===== src/rtl/core/sihm_pkg.sv =====
// Shared types and codes for the interrupt hook-id mask manager.
`timescale 1ns / 1ps
package sihm_pkg;

  localparam int CMD_W    = 3;
  localparam int LINE_W   = 6;
  localparam int ID_W     = 5;
  localparam int DONE_W   = 32;
  localparam int STATUS_W = 2;
  localparam int ACT_W    = 2;

  localparam logic [CMD_W-1:0] CMD_REGISTER = 3'd0;
  localparam logic [CMD_W-1:0] CMD_REMOVE   = 3'd1;
  localparam logic [CMD_W-1:0] CMD_HANDLE   = 3'd2;
  localparam logic [CMD_W-1:0] CMD_ENABLE   = 3'd3;
  localparam logic [CMD_W-1:0] CMD_DISABLE  = 3'd4;

  localparam logic [STATUS_W-1:0] STAT_OK       = 2'd0;
  localparam logic [STATUS_W-1:0] STAT_BAD_LINE = 2'd1;
  localparam logic [STATUS_W-1:0] STAT_NO_FREE  = 2'd2;
  localparam logic [STATUS_W-1:0] STAT_SPURIOUS = 2'd3;

  localparam logic [ACT_W-1:0] ACT_NONE   = 2'd0;
  localparam logic [ACT_W-1:0] ACT_MASK   = 2'd1;
  localparam logic [ACT_W-1:0] ACT_UNMASK = 2'd2;

  typedef struct packed {
    logic [ID_W-1:0]     assigned_id;
    logic [STATUS_W-1:0] status;
    logic [ACT_W-1:0]    mask_action;
    logic                line_masked;
    logic                was_enabled;
  } result_t;

endpackage


===== src/rtl/core/sihm_lane.sv =====
// One hook-id lane: next registered and active bit for a single id.
`timescale 1ns / 1ps
module sihm_lane (
  input  logic [sihm_pkg::CMD_W-1:0] cmd,
  input  logic                       reg_bit,
  input  logic                       act_bit,
  input  logic                       sel,
  input  logic                       pick,
  input  logic                       done,
  output logic                       reg_out,
  output logic                       act_out
);
  import sihm_pkg::*;

  always_comb begin
    reg_out = reg_bit;
    act_out = act_bit;
    case (cmd)
      CMD_REGISTER: begin
        reg_out = reg_bit | pick;
        act_out = act_bit & ~pick;
      end
      CMD_REMOVE: begin
        reg_out = reg_bit & ~sel;
        act_out = act_bit & ~sel;
      end
      CMD_HANDLE: begin
        // set busy if registered, then drop those whose handler finished
        act_out = (act_bit | reg_bit) & ~(done & reg_bit);
      end
      CMD_ENABLE: begin
        act_out = act_bit & ~sel;
      end
      CMD_DISABLE: begin
        act_out = act_bit | sel;
      end
      default: begin
        reg_out = reg_bit;
        act_out = act_bit;
      end
    endcase
  end

endmodule


===== src/rtl/core/sihm_merge.sv =====
// Merge stage: combines lane bitmaps into status, mask action and mask state.
`timescale 1ns / 1ps
module sihm_merge #(
  parameter int MAX_HOOKS = 32
) (
  input  logic [sihm_pkg::CMD_W-1:0] cmd,
  input  logic [MAX_HOOKS-1:0]       reg_old,
  input  logic [MAX_HOOKS-1:0]       act_old,
  input  logic [MAX_HOOKS-1:0]       reg_new,
  input  logic [MAX_HOOKS-1:0]       act_new,
  input  logic [MAX_HOOKS-1:0]       sel,
  input  logic [MAX_HOOKS-1:0]       pick,
  input  logic                       masked_old,
  output sihm_pkg::result_t          res,
  output logic                       masked_new
);
  import sihm_pkg::*;

  localparam int IDX_W = (MAX_HOOKS > 1) ? $clog2(MAX_HOOKS) : 1;

  logic             free_any;
  logic             reg_new_zero;
  logic             act_new_zero;
  logic [IDX_W-1:0] pick_idx;

  assign free_any     = |(~reg_old);
  assign reg_new_zero = (reg_new == '0);
  assign act_new_zero = (act_new == '0);

  // one-hot to index: independent OR of each lane's position
  always_comb begin
    pick_idx = '0;
    for (int k = 0; k < MAX_HOOKS; k++) begin
      if (pick[k]) begin
        pick_idx = pick_idx | IDX_W'(k);
      end
    end
  end

  always_comb begin
    res             = '0;
    res.status      = STAT_OK;
    res.mask_action = ACT_NONE;
    case (cmd)
      CMD_REGISTER: begin
        if (!free_any) begin
          res.status = STAT_NO_FREE;
        end else begin
          res.assigned_id = ID_W'(pick_idx);
          if (act_new_zero) begin
            res.mask_action = ACT_UNMASK;
          end
        end
      end
      CMD_REMOVE: begin
        if (reg_new_zero) begin
          res.mask_action = ACT_MASK;
        end else if (act_new_zero) begin
          res.mask_action = ACT_UNMASK;
        end
      end
      CMD_HANDLE: begin
        if (reg_old == '0) begin
          res.status      = STAT_SPURIOUS;
          res.mask_action = ACT_MASK;
        end else if (act_new_zero) begin
          res.mask_action = ACT_UNMASK;
        end else begin
          res.mask_action = ACT_MASK;
        end
      end
      CMD_ENABLE: begin
        if (act_new_zero) begin
          res.mask_action = ACT_UNMASK;
        end
      end
      CMD_DISABLE: begin
        if ((act_old & sel) == '0) begin
          res.mask_action = ACT_MASK;
          res.was_enabled = 1'b1;
        end
      end
      default: begin
        res.mask_action = ACT_NONE;
      end
    endcase

    case (res.mask_action)
      ACT_MASK:   masked_new = 1'b1;
      ACT_UNMASK: masked_new = 1'b0;
      default:    masked_new = masked_old;
    endcase
    res.line_masked = masked_new;
  end

endmodule


===== src/rtl/core/shared_irq_hook_mask_manager.sv =====
// Top level: per-line hook-id bitmap store, id lanes, merge and result register.
`timescale 1ns / 1ps
//
//  Channel   Direction  Handshake               Beat contents
//  --------  ---------  ----------------------  --------------------------------------
//  command   in         start && !busy          cmd, line, hook_id, handler_done
//  result    out        result_valid (1 cycle)  assigned_id, status, mask_action,
//                                               line_masked, was_enabled
//
//  Each command is accepted in ST_IDLE and executed in ST_EXEC: the accept edge reads
//  the line's entry from the line store, and the next edge writes the updated entry
//  back and registers the result. Busy stays high meanwhile, so a new command is not
//  accepted until the previous one has been written back; the registered read of the
//  line store, with no forwarding of the write-back, requires this. After rst the
//  block sweeps the line store, one line per cycle, with busy high. The result beat
//  is shown for exactly one cycle and cannot be held off by the receiver.
//
module shared_irq_hook_mask_manager #(
  parameter int NUM_LINES = 64,
  parameter int MAX_HOOKS = 32
) (
  input  logic                          clk,
  input  logic                          rst,
  input  logic                          start,
  output logic                          busy,
  input  logic [sihm_pkg::CMD_W-1:0]    cmd,
  input  logic [sihm_pkg::LINE_W-1:0]   line,
  input  logic [sihm_pkg::ID_W-1:0]     hook_id,
  input  logic [sihm_pkg::DONE_W-1:0]   handler_done,
  output logic                          result_valid,
  output logic [sihm_pkg::ID_W-1:0]     assigned_id,
  output logic [sihm_pkg::STATUS_W-1:0] status,
  output logic [sihm_pkg::ACT_W-1:0]    mask_action,
  output logic                          line_masked,
  output logic                          was_enabled
);
  import sihm_pkg::*;

  localparam int IDX_W  = (NUM_LINES > 1) ? $clog2(NUM_LINES) : 1;
  localparam int ENT_W  = 2 * MAX_HOOKS + 1;
  localparam int CMP_W  = 11;
  localparam int HCMP_W = 7;
  localparam logic [CMP_W-1:0] NUM_LINES_C = CMP_W'(NUM_LINES);
  localparam logic [IDX_W-1:0] LAST_LINE   = IDX_W'(NUM_LINES - 1);

  localparam logic [1:0] ST_CLEAR = 2'd0;
  localparam logic [1:0] ST_IDLE  = 2'd1;
  localparam logic [1:0] ST_EXEC  = 2'd2;

  // Control state
  logic [1:0]       state;
  logic [IDX_W-1:0] clr_idx;
  logic             accept;

  // Captured command beat
  logic [CMD_W-1:0]     cmd_q;
  logic [IDX_W-1:0]     line_q;
  logic                 bad_line_q;
  logic [ID_W-1:0]      hook_id_q;
  logic [DONE_W-1:0]    done_q;

  // Line store: {masked, active ids, registered ids}
  logic [ENT_W-1:0] mem [NUM_LINES];
  logic [ENT_W-1:0] rd_entry;
  logic             mem_we;
  logic [IDX_W-1:0] mem_waddr;
  logic [ENT_W-1:0] mem_wdata;

  logic [MAX_HOOKS-1:0] reg_old;
  logic [MAX_HOOKS-1:0] act_old;
  logic                 masked_old;
  logic [MAX_HOOKS-1:0] reg_new;
  logic [MAX_HOOKS-1:0] act_new;
  logic [MAX_HOOKS-1:0] sel;
  logic [MAX_HOOKS-1:0] done_vec;
  logic [MAX_HOOKS-1:0] free_ids;
  logic [MAX_HOOKS-1:0] pick;
  logic                 masked_new;
  result_t              merged;
  result_t              res_final;

  assign busy   = (state != ST_IDLE);
  assign accept = start && !busy;

  // Sequencer: sweep the store after reset, then alternate accept and execute.
  always_ff @(posedge clk) begin
    if (rst) begin
      state        <= ST_CLEAR;
      clr_idx      <= '0;
      result_valid <= 1'b0;
    end else begin
      result_valid <= (state == ST_EXEC);
      case (state)
        ST_CLEAR: begin
          clr_idx <= clr_idx + 1'b1;
          if (clr_idx == LAST_LINE) begin
            state <= ST_IDLE;
          end
        end
        ST_IDLE: begin
          if (accept) begin
            state <= ST_EXEC;
          end
        end
        ST_EXEC: begin
          state <= ST_IDLE;
        end
        default: begin
          state <= ST_IDLE;
        end
      endcase
    end
  end

  // Hold the command beat for the execute cycle.
  always_ff @(posedge clk) begin
    if (accept) begin
      cmd_q      <= cmd;
      line_q     <= IDX_W'(line);
      bad_line_q <= (CMP_W'(line) >= NUM_LINES_C);
      hook_id_q  <= hook_id;
      done_q     <= handler_done;
    end
  end

  // Write back the updated entry, or the reset value during the sweep.
  assign mem_we    = (state == ST_CLEAR) || ((state == ST_EXEC) && !bad_line_q);
  assign mem_waddr = (state == ST_CLEAR) ? clr_idx : line_q;
  assign mem_wdata = (state == ST_CLEAR) ? {1'b1, {(2 * MAX_HOOKS){1'b0}}}
                                         : {masked_new, act_new, reg_new};

  always_ff @(posedge clk) begin
    if (mem_we) begin
      mem[mem_waddr] <= mem_wdata;
    end
    if (accept) begin
      rd_entry <= mem[IDX_W'(line)];
    end
  end

  assign reg_old    = rd_entry[MAX_HOOKS-1:0];
  assign act_old    = rd_entry[2*MAX_HOOKS-1:MAX_HOOKS];
  assign masked_old = rd_entry[ENT_W-1];

  // Lowest free id as a one-hot vector.
  assign free_ids = ~reg_old;
  assign pick     = free_ids & (~free_ids + 1'b1);

  // One lane per hook id.
  for (genvar k = 0; k < MAX_HOOKS; k++) begin : g_lane
    assign sel[k] = (HCMP_W'(hook_id_q) == HCMP_W'(k));
    if (k < DONE_W) begin : g_done
      assign done_vec[k] = done_q[k];
    end else begin : g_nodone
      assign done_vec[k] = 1'b0;
    end

    sihm_lane u_lane (
      .cmd     (cmd_q),
      .reg_bit (reg_old[k]),
      .act_bit (act_old[k]),
      .sel     (sel[k]),
      .pick    (pick[k]),
      .done    (done_vec[k]),
      .reg_out (reg_new[k]),
      .act_out (act_new[k])
    );
  end

  sihm_merge #(
    .MAX_HOOKS (MAX_HOOKS)
  ) u_merge (
    .cmd        (cmd_q),
    .reg_old    (reg_old),
    .act_old    (act_old),
    .reg_new    (reg_new),
    .act_new    (act_new),
    .sel        (sel),
    .pick       (pick),
    .masked_old (masked_old),
    .res        (merged),
    .masked_new (masked_new)
  );

  // An out-of-range line reports masked and touches nothing.
  always_comb begin
    res_final = merged;
    if (bad_line_q) begin
      res_final             = '0;
      res_final.status      = STAT_BAD_LINE;
      res_final.mask_action = ACT_NONE;
      res_final.line_masked = 1'b1;
    end
  end

  // Result register: one beat, one cycle.
  always_ff @(posedge clk) begin
    if (state == ST_EXEC) begin
      assigned_id <= res_final.assigned_id;
      status      <= res_final.status;
      mask_action <= res_final.mask_action;
      line_masked <= res_final.line_masked;
      was_enabled <= res_final.was_enabled;
    end
  end

`ifndef SYNTH
  // Every accepted command yields a result once its execute state has passed.
  a_accept_result: assert property (@(posedge clk) disable iff (rst)
    accept |=> ##1 result_valid)
    else $error("accepted command produced no result");

  // Results never come in two adjacent cycles.
  a_no_double: assert property (@(posedge clk) disable iff (rst)
    result_valid |=> !result_valid)
    else $error("result strobe held for two cycles");

  // Reported mask state follows the reported action.
  a_mask_follows: assert property (@(posedge clk) disable iff (rst)
    (result_valid && mask_action == ACT_MASK) |-> line_masked)
    else $error("mask action without masked line");

  a_unmask_follows: assert property (@(posedge clk) disable iff (rst)
    (result_valid && mask_action == ACT_UNMASK) |-> !line_masked)
    else $error("unmask action with masked line");
`endif

endmodule


===== config.mk =====
export PLATFORM = sky130hd
export DESIGN_NAME = shared_irq_hook_mask_manager
export DESIGN_NICKNAME = d
export VERILOG_FILES = /design/src/rtl/core/sihm_pkg.sv /design/src/rtl/core/sihm_lane.sv /design/src/rtl/core/sihm_merge.sv /design/src/rtl/core/shared_irq_hook_mask_manager.sv
export SDC_FILE = /design/constraint.sdc
export NUM_CORES = 2
export LEC_CHECK = 0
export ABC_AREA = 1
export BUFFER_PORTS_ARGS = -buffer_cell sky130_fd_sc_hd__buf_2
export CAP_MARGIN = 20
export CORE_MARGIN = 2
export CORE_UTILIZATION = 45
export CTS_CLUSTER_SIZE = 28
export DETAILED_ROUTE_END_ITERATION = 10
export MAX_ROUTING_LAYER = met4
export PLACE_DENSITY_LB_ADDON = 0.08
export SYNTH_ARGS = -nofsm -noshare
export SYNTH_HDL_FRONTEND = slang
export SYNTH_MEMORY_MAX_BITS = 65536
export SYNTH_SLANG_ARGS = --single-unit
export TNS_END_PERCENT = 10

===== constraint.sdc =====
create_clock -name clk -period 6.43 [get_ports clk]
set_clock_uncertainty 0.15 [all_clocks]
set_input_delay 0.643 -clock clk [delete_from_list [all_inputs] [get_ports clk]]
set_output_delay 0.643 -clock clk [all_outputs]
set_load 0.02 [all_outputs]

# Yosys cells after proc, flatten, opt, wreduce, memory -nomap -nowiden
# Memory sizes are Yosys's and may differ from the RTL's. A register that Yosys moved wholly into a read port is not among the register bits.
# Cells that the tools add are included.
# totals
inputBits	49
reg_bits	66
ram_bits	4160
mem_count	1
word_cells	565
# memory_table
memory	depth	width	read_ports	rd_clocked_by_memory_dff	wr	line_no	text
mem	64	65	1	1	1	shared_irq_hook_mask_manager.sv:63	logic [ENT_W-1:0] mem [NUM_LINES];
# classes
n_bitwise	356
n_addsub	2
n_reduce_logical	14
muxes	137
eq_ne	43
# op_table
cell	count
$and A1 B1 Y1	160
$logic_not A32 Y1	4
$pmux W1 S4	32
$not A1 Y1	96
$or A1 B1 Y1	96
$mux W5	18
$eq A5 B5 Y1 const B	16
$pmux W1 S2	33
$mux W65	1
$and A32 B32 Y32	2
$not A32 Y32	2
$mux W2	29
$eq A5 B4 Y1 const B	8
$add A32 B1 Y32 const B	1
$mux W4	8
$reduce_or A32 Y1	1
$eq A5 B3 Y1 const B	4
$mux W6	3
$mux W3	4
$eq A5 B2 Y1 const B	2
$pmux W2 S5	1
$pmux W2 S2	2
$add A6 B1 Y6 const B	1
$eq A3 B2 Y1 const B	2
other kinds (18)	26

# Depth between registers and ports, before layout
# logic_depth
word_depth	37
ltp_mapped	19
mapped_depth_nobuf	19

# Hierarchy
# Synthesis repeated with hierarchy kept, for this count alone.
# hier_totals
hier_cells	14999
hier_area_um2	175166.7
# modules_own_cells
module	seq_area_each_um2	n_inst	cells_each	area_per_inst_um2
shared_irq_hook_mask_manager	128763.5	1	14031	170813.8
sihm_lane	0.0	32	21	96.3
sihm_merge	0.0	1	296	1270.0

# Worst setup path before layout
# OpenSTA, ideal clock, no wires.
# synth_timing
kind	register to register
start	reg state[0]
end	reg cmd_q[0], enable pin
period_less_slack_ns	6.240
arrival_ns	5.508
path_stages_with_launch	5
setup_time_ns	0.582
setup_slack_ns	0.190
cell_sequence	dfxtp_1 -> clkinv_1 -> nor2_1 -> inv_1 -> nor2_1
# synth_between
elab_chain_len	3
# synth_rtl
element	line_no	text
start: declaration	shared_irq_hook_mask_manager.sv:51	logic [1:0] state;
start signal: assignment	shared_irq_hook_mask_manager.sv:88	state <= ST_CLEAR;
start signal: assignment	shared_irq_hook_mask_manager.sv:97	state <= ST_IDLE;
start signal: assignment	shared_irq_hook_mask_manager.sv:102	state <= ST_EXEC;
$ne A2 B1 Y1	shared_irq_hook_mask_manager.sv:82	assign busy = (state != ST_IDLE);
net busy	shared_irq_hook_mask_manager.sv:25	output logic busy,
$logic_not A1 Y1	shared_irq_hook_mask_manager.sv:83	assign accept = start && !busy;
$logic_and A1 B1 Y1	shared_irq_hook_mask_manager.sv:83	
net accept	shared_irq_hook_mask_manager.sv:53	logic accept;
end signal: assignment	shared_irq_hook_mask_manager.sv:118	cmd_q <= cmd;
end: declaration	shared_irq_hook_mask_manager.sv:56	logic [CMD_W-1:0] cmd_q;
# The timed path passes the listed nets, and every way through them passes these cells.
# A chain may end at the register's enable or synchronous reset.

# Worst setup path after layout
# layout_timing
start	reg cmd_q[2]
end	mem mem[49][64] (netlist name), data pin
# layout_between
elab_chain_len	13
word_cells_on_any_way	92
cone_classes	eq/ne: 6; mux: 82; reduce/logical: 4
# layout_rtl
element	line_no	text
$eq A3 B1 Y1 or $eq A3 B2 Y1 (tied branches)	sihm_lane.sv:18, sihm_merge.sv:44	
$reduce_or A2 Y1 (no source line)	n/a	
$pmux W1 S4	sihm_lane.sv:18	case (cmd)
$logic_not A32 Y1	sihm_merge.sv:28	assign act_new_zero = (act_new == '0);
$mux W2, on equally long branches	n/a	
$mux W2, on equally long branches	sihm_merge.sv:63, sihm_merge.sv:46, sihm_merge.sv:56	
$mux W2	sihm_merge.sv:44	case (cmd)
$mux W2, on equally long branches	sihm_merge.sv:63, sihm_merge.sv:46, sihm_merge.sv:56	
$mux W2	sihm_merge.sv:44	
$pmux W2 S5 (*)	sihm_merge.sv:44	
$eq A2 B2 Y1 or $eq A2 B1 Y1 (tied branches)	sihm_merge.sv:88	case (res.mask_action)
$pmux W1 S2 (*)	sihm_merge.sv:88	
net masked_new	shared_irq_hook_mask_manager.sv:78	logic masked_new;
$mux W65 (*)	shared_irq_hook_mask_manager.sv:129	assign mem_wdata = (state == ST_CLEAR) ? {1'b1, {(2 * MAX_HOOKS){1'b0}}}
net mem_wdata[64]	shared_irq_hook_mask_manager.sv:67	logic [ENT_W-1:0] mem_wdata;
end: declaration	shared_irq_hook_mask_manager.sv:63	
# Mark *: on every way through the listed nets, which the timed path passes. The rest lies on a longest branch. The select of a mux whose other input is x is not followed.

==> reports/metrics.yaml <==
status:
  status: "complete, no violations"
placed_design:
  dp.cells: 17930
  gp_congestion: 0.9256
  dp_hpwl_um: 353000
  place_ws_ps: 966.4
  port_buffers: 61
clocking:
  cts_tree: "done"
  cts_buffers: 456
  post_cts_buffers: 0
  cts_root_buf: "clkbuf_16"
  cts.sinks: 4291
  clk_latency_ps: 1020
  cts_buffer_depth: 4
  cts-htree-levels: 5
  cts.clk_slew.worst_paths_ps: 60
  post_cts_resized: 0
yosys:
  syn_avg_cell_area_um2: 12.80
  synthesis.area_um2: 171000
  synth_mux_area_frac: 0.00006587
  syn_nets: 13400
  async_flop_share: 0
  synth-edff-count: 4282
  synth-seq-area-share: 0.7532
  yosys_most_used_dff: "edfxtp_1"
  ys.warnings.count: 0
  yosysUniqueCellTypes: 51
  synthCells: 13350
  synth_top_family_by_area: "compound AO/OA/AOI/OAI gates"
  synth_simple_gate_area_share: 0.08662
  yosys.area_share.xor_xnor: 0
  synth_compound_area_frac: 0.1324
  ys_seq_elements: 4291
  synthAdderAreaFrac: 0.0001464
grt:
  grt_pass1_vias: 110000
  grt-ovfl-total: 0
  antenna_found_initial: 51
  grt_max_degree: 179
  grt_pass1_wl_um: 884800
  grt_use_total: 0.3374
setup_path:
  cpMostUsedCell: "nand2_1"
  cp_slowest_cell: "inv_2"
  path_cells: "buf_4, inv_2, nand2_2, inv_2, nand2_1, nand2_1, o21ai_0, and2_1, nand3_1, nor2_1, nand2_1, nand2_1, nand2_1, nand2_1, ha_1, mux2_2, or2_2"
  cp_num_buf_inv: 3
  arrival_ps: 5890
  path_class: "flop to flop"
  critPathRequiredTime_ps: 6860
  endpoint_kind: "flop"
  path_max_fanout: 64
  cp-start-kind: "flop"
  cpPeakStageDelay_ps: 840
  crit_family: "simple AND/OR/NAND/NOR gates"
cells_and_area:
  drive_gt1_frac: 0.09617
  regArea_um2: 128800
  stdcell_count: 18850
  syn_to_final_growth_pct: 13.86
  layout.nets: 13470
  num-fill-cells: 32360
  multi_input_area_um2: 38480
die:
  core_um2: 378600
  initial_core_util: 0.4515
  pin_count: 62
  die-area_um2: 384900
  die_x_um: 620.4
  rows: 226
  die_y_um: 620.4
routing:
  via_per_inst: 6.298
  drc: 0
  dr.pass1.iters: 6
  ant_nets: 0
  drt_iter0_markers: 17280
  wl_per_cell_um: 34.04
  totalWireLength_um: 641700
  vias: 118700
timing:
  setup_tns_ps: 0
  rsz0062_at_grt: "false"
  finalSetupViolations: 0
  holdWs_ps: 155.3
  hold_viol: 0
  timing.final.crit_share: 0.8490
  clock.fmax_ghz: 0.1832
  fin_ws_ps: 970.9
  final.min_clock_period_ps: 5459
  worst_pin_slew_ps: 1238
  slew_violations: 0
  max_slew_margin: 0.1728
pwr:
  cellPowerDensity_nw_per_um2: 305.3
  ir_drop_v: 0.0002558
  p_leak_nw: 66.44
run:
  max_cap_violations: 0
hold_path:
  hp-class: "input pin to flop"
==> through the flow <==
step | instance area (um2) | util | power (mW)
after floorplan | 171000 | - | 32.92
after global placement | 179600 | 0.4742 | 34.20
after detailed placement | 179600 | 0.4743 | 34.23
after CTS | 194500 | 0.5137 | 59.67
after global routing | 194600 | 0.5140 | 61.00
final | 194700 | 0.5141 | 59.44
==> repair_timing <==
item / 4_1_cts / 5_1_grt
hold endpoints to repair: 52 / 0
endpoints found under the setup margin: 0 / 0
hold buffers: 44 / 0
==> logic make-up after synthesis <==
family                   Yosys count
flip-flops                      4291
buffers and inverters           1106
AO/OA/AOI/OAI                   4167
adder cells (fa/ha/maj)            2
AND/OR/NAND/NOR                 3785
multiplexers                       1
==> path summary, 6_finish.rpt <==
kind / to / slack [ps] / cells after the start / start
max: mem[49][64] / 970 / 17 / cmd_q[2]
min: state[0] / 160 / 6 / start
max reg2reg: mem[49][64] / 970 / 17 / cmd_q[2]
min reg2reg: clr_idx[5] / 320 / 2 / clr_idx[5]
==> registers in the layout (all words and copies together) (netlist names) <==
| name | count |
|---|---|
| clr_idx | 6 |
| was_enabled | 1 |
| line_masked | 1 |
| result_valid | 1 |
| hook_id_q | 5 |
| assigned_id | 5 |
| state | 2 |
| line_q | 6 |
| mask_action | 2 |
| done_q | 32 |
| cmd_q | 3 |
| rd_entry | 65 |
| status | 2 |
| mem | 4160 |
==> layout by cell type, fill, tap and decap left out, drive strengths merged <==
master	n
edfxtp	4282
nor2	2839
o21ai	2649
o22ai	1298
nand2	722
clkbuf	554
buf	509
clkinv	239
inv	177
a21oi	162
nand3	117
nor3	59
dlygate4sd3	44
bufinv	36
nand4	32
o31ai	28
diode	24
dfxtp	9
nor4	7
a31oi	6
o211ai	5
a21boi	5
clkinvlp	4
or2	4
o2111ai	3
o21a	3
a211oi	3
and2	2
ha	2
nand3b	2
o211a	1
o221ai	1
a22oi	1
mux2	1
o21bai	1
a221o	1
nor3b	1
==> tightest hold or removal path, stage by stage <==
cell and delay [ps]:
buf_2 80, inv_1 90, a211oi_1 210, o21ai_0 100
inv_1 80, nor4_1 40
==> Yosys cell counts (6+ instances only) <==
master | count | area, um2
buf_1 | 16 | 60.06
clkbuf_1 | 590 | 2215
a31oi_1 | 6 | 37.54
o22ai_1 | 1298 | 8120
dfxtp_1 | 9 | 180.2
inv_2 | 11 | 41.29
nor3_1 | 57 | 285.3
buf_4 | 45 | 337.8
nand3_1 | 117 | 585.6
a21oi_1 | 162 | 810.8
buf_6 | 6 | 67.56
nor4_1 | 7 | 43.79
nand2_2 | 11 | 68.82
inv_1 | 149 | 559.3
nor2_2 | 9 | 56.30
o31ai_1 | 28 | 210.2
nor2_1 | 2816 | 10570
o21ai_1 | 286 | 1431
nand4_1 | 32 | 200.2
nor2_4 | 10 | 112.6
o21ai_0 | 2362 | 11820
nand2_1 | 705 | 2646
edfxtp_1 | 4282 | 128600
buf_2 | 281 | 1406
==> layer usage <==
layer	GRT usage	routed length [um]	vias up
met4	0.08467	17520	0
met5	-	0	-
met3	0.04283	59160	958
met2	0.4967	286400	6344
li1	-	-	49900
met1	0.4984	278600	61510
==> cell type report <==
| cell class | instances | share of cell area |
|---|---|---|
| clock buffers | 554 | 0.06117 |
| inverters | 164 | 0.003426 |
| multi-input cells | 7955 | 0.1977 |
| clock inverters | 292 | 0.01318 |
| repair buffers | 553 | 0.03049 |
| flip-flops and latches | 4291 | 0.6615 |
| well taps | 5016 | 0.03224 |
| diodes | 24 | 0.0003085 |
==> power by group <==
| part | internal, mW | leakage, nW | switching [mW] | total [mW] |
|---|---|---|---|---|
| Sequential | 30.5 | 43.0 | 0.0285 | 30.5 |
| Combinational | 0.875 | 16.3 | 2.32 | 3.20 |
| Clock | 14.6 | 7.10 | 11.1 | 25.7 |
(Power assumes the default switching activity.)
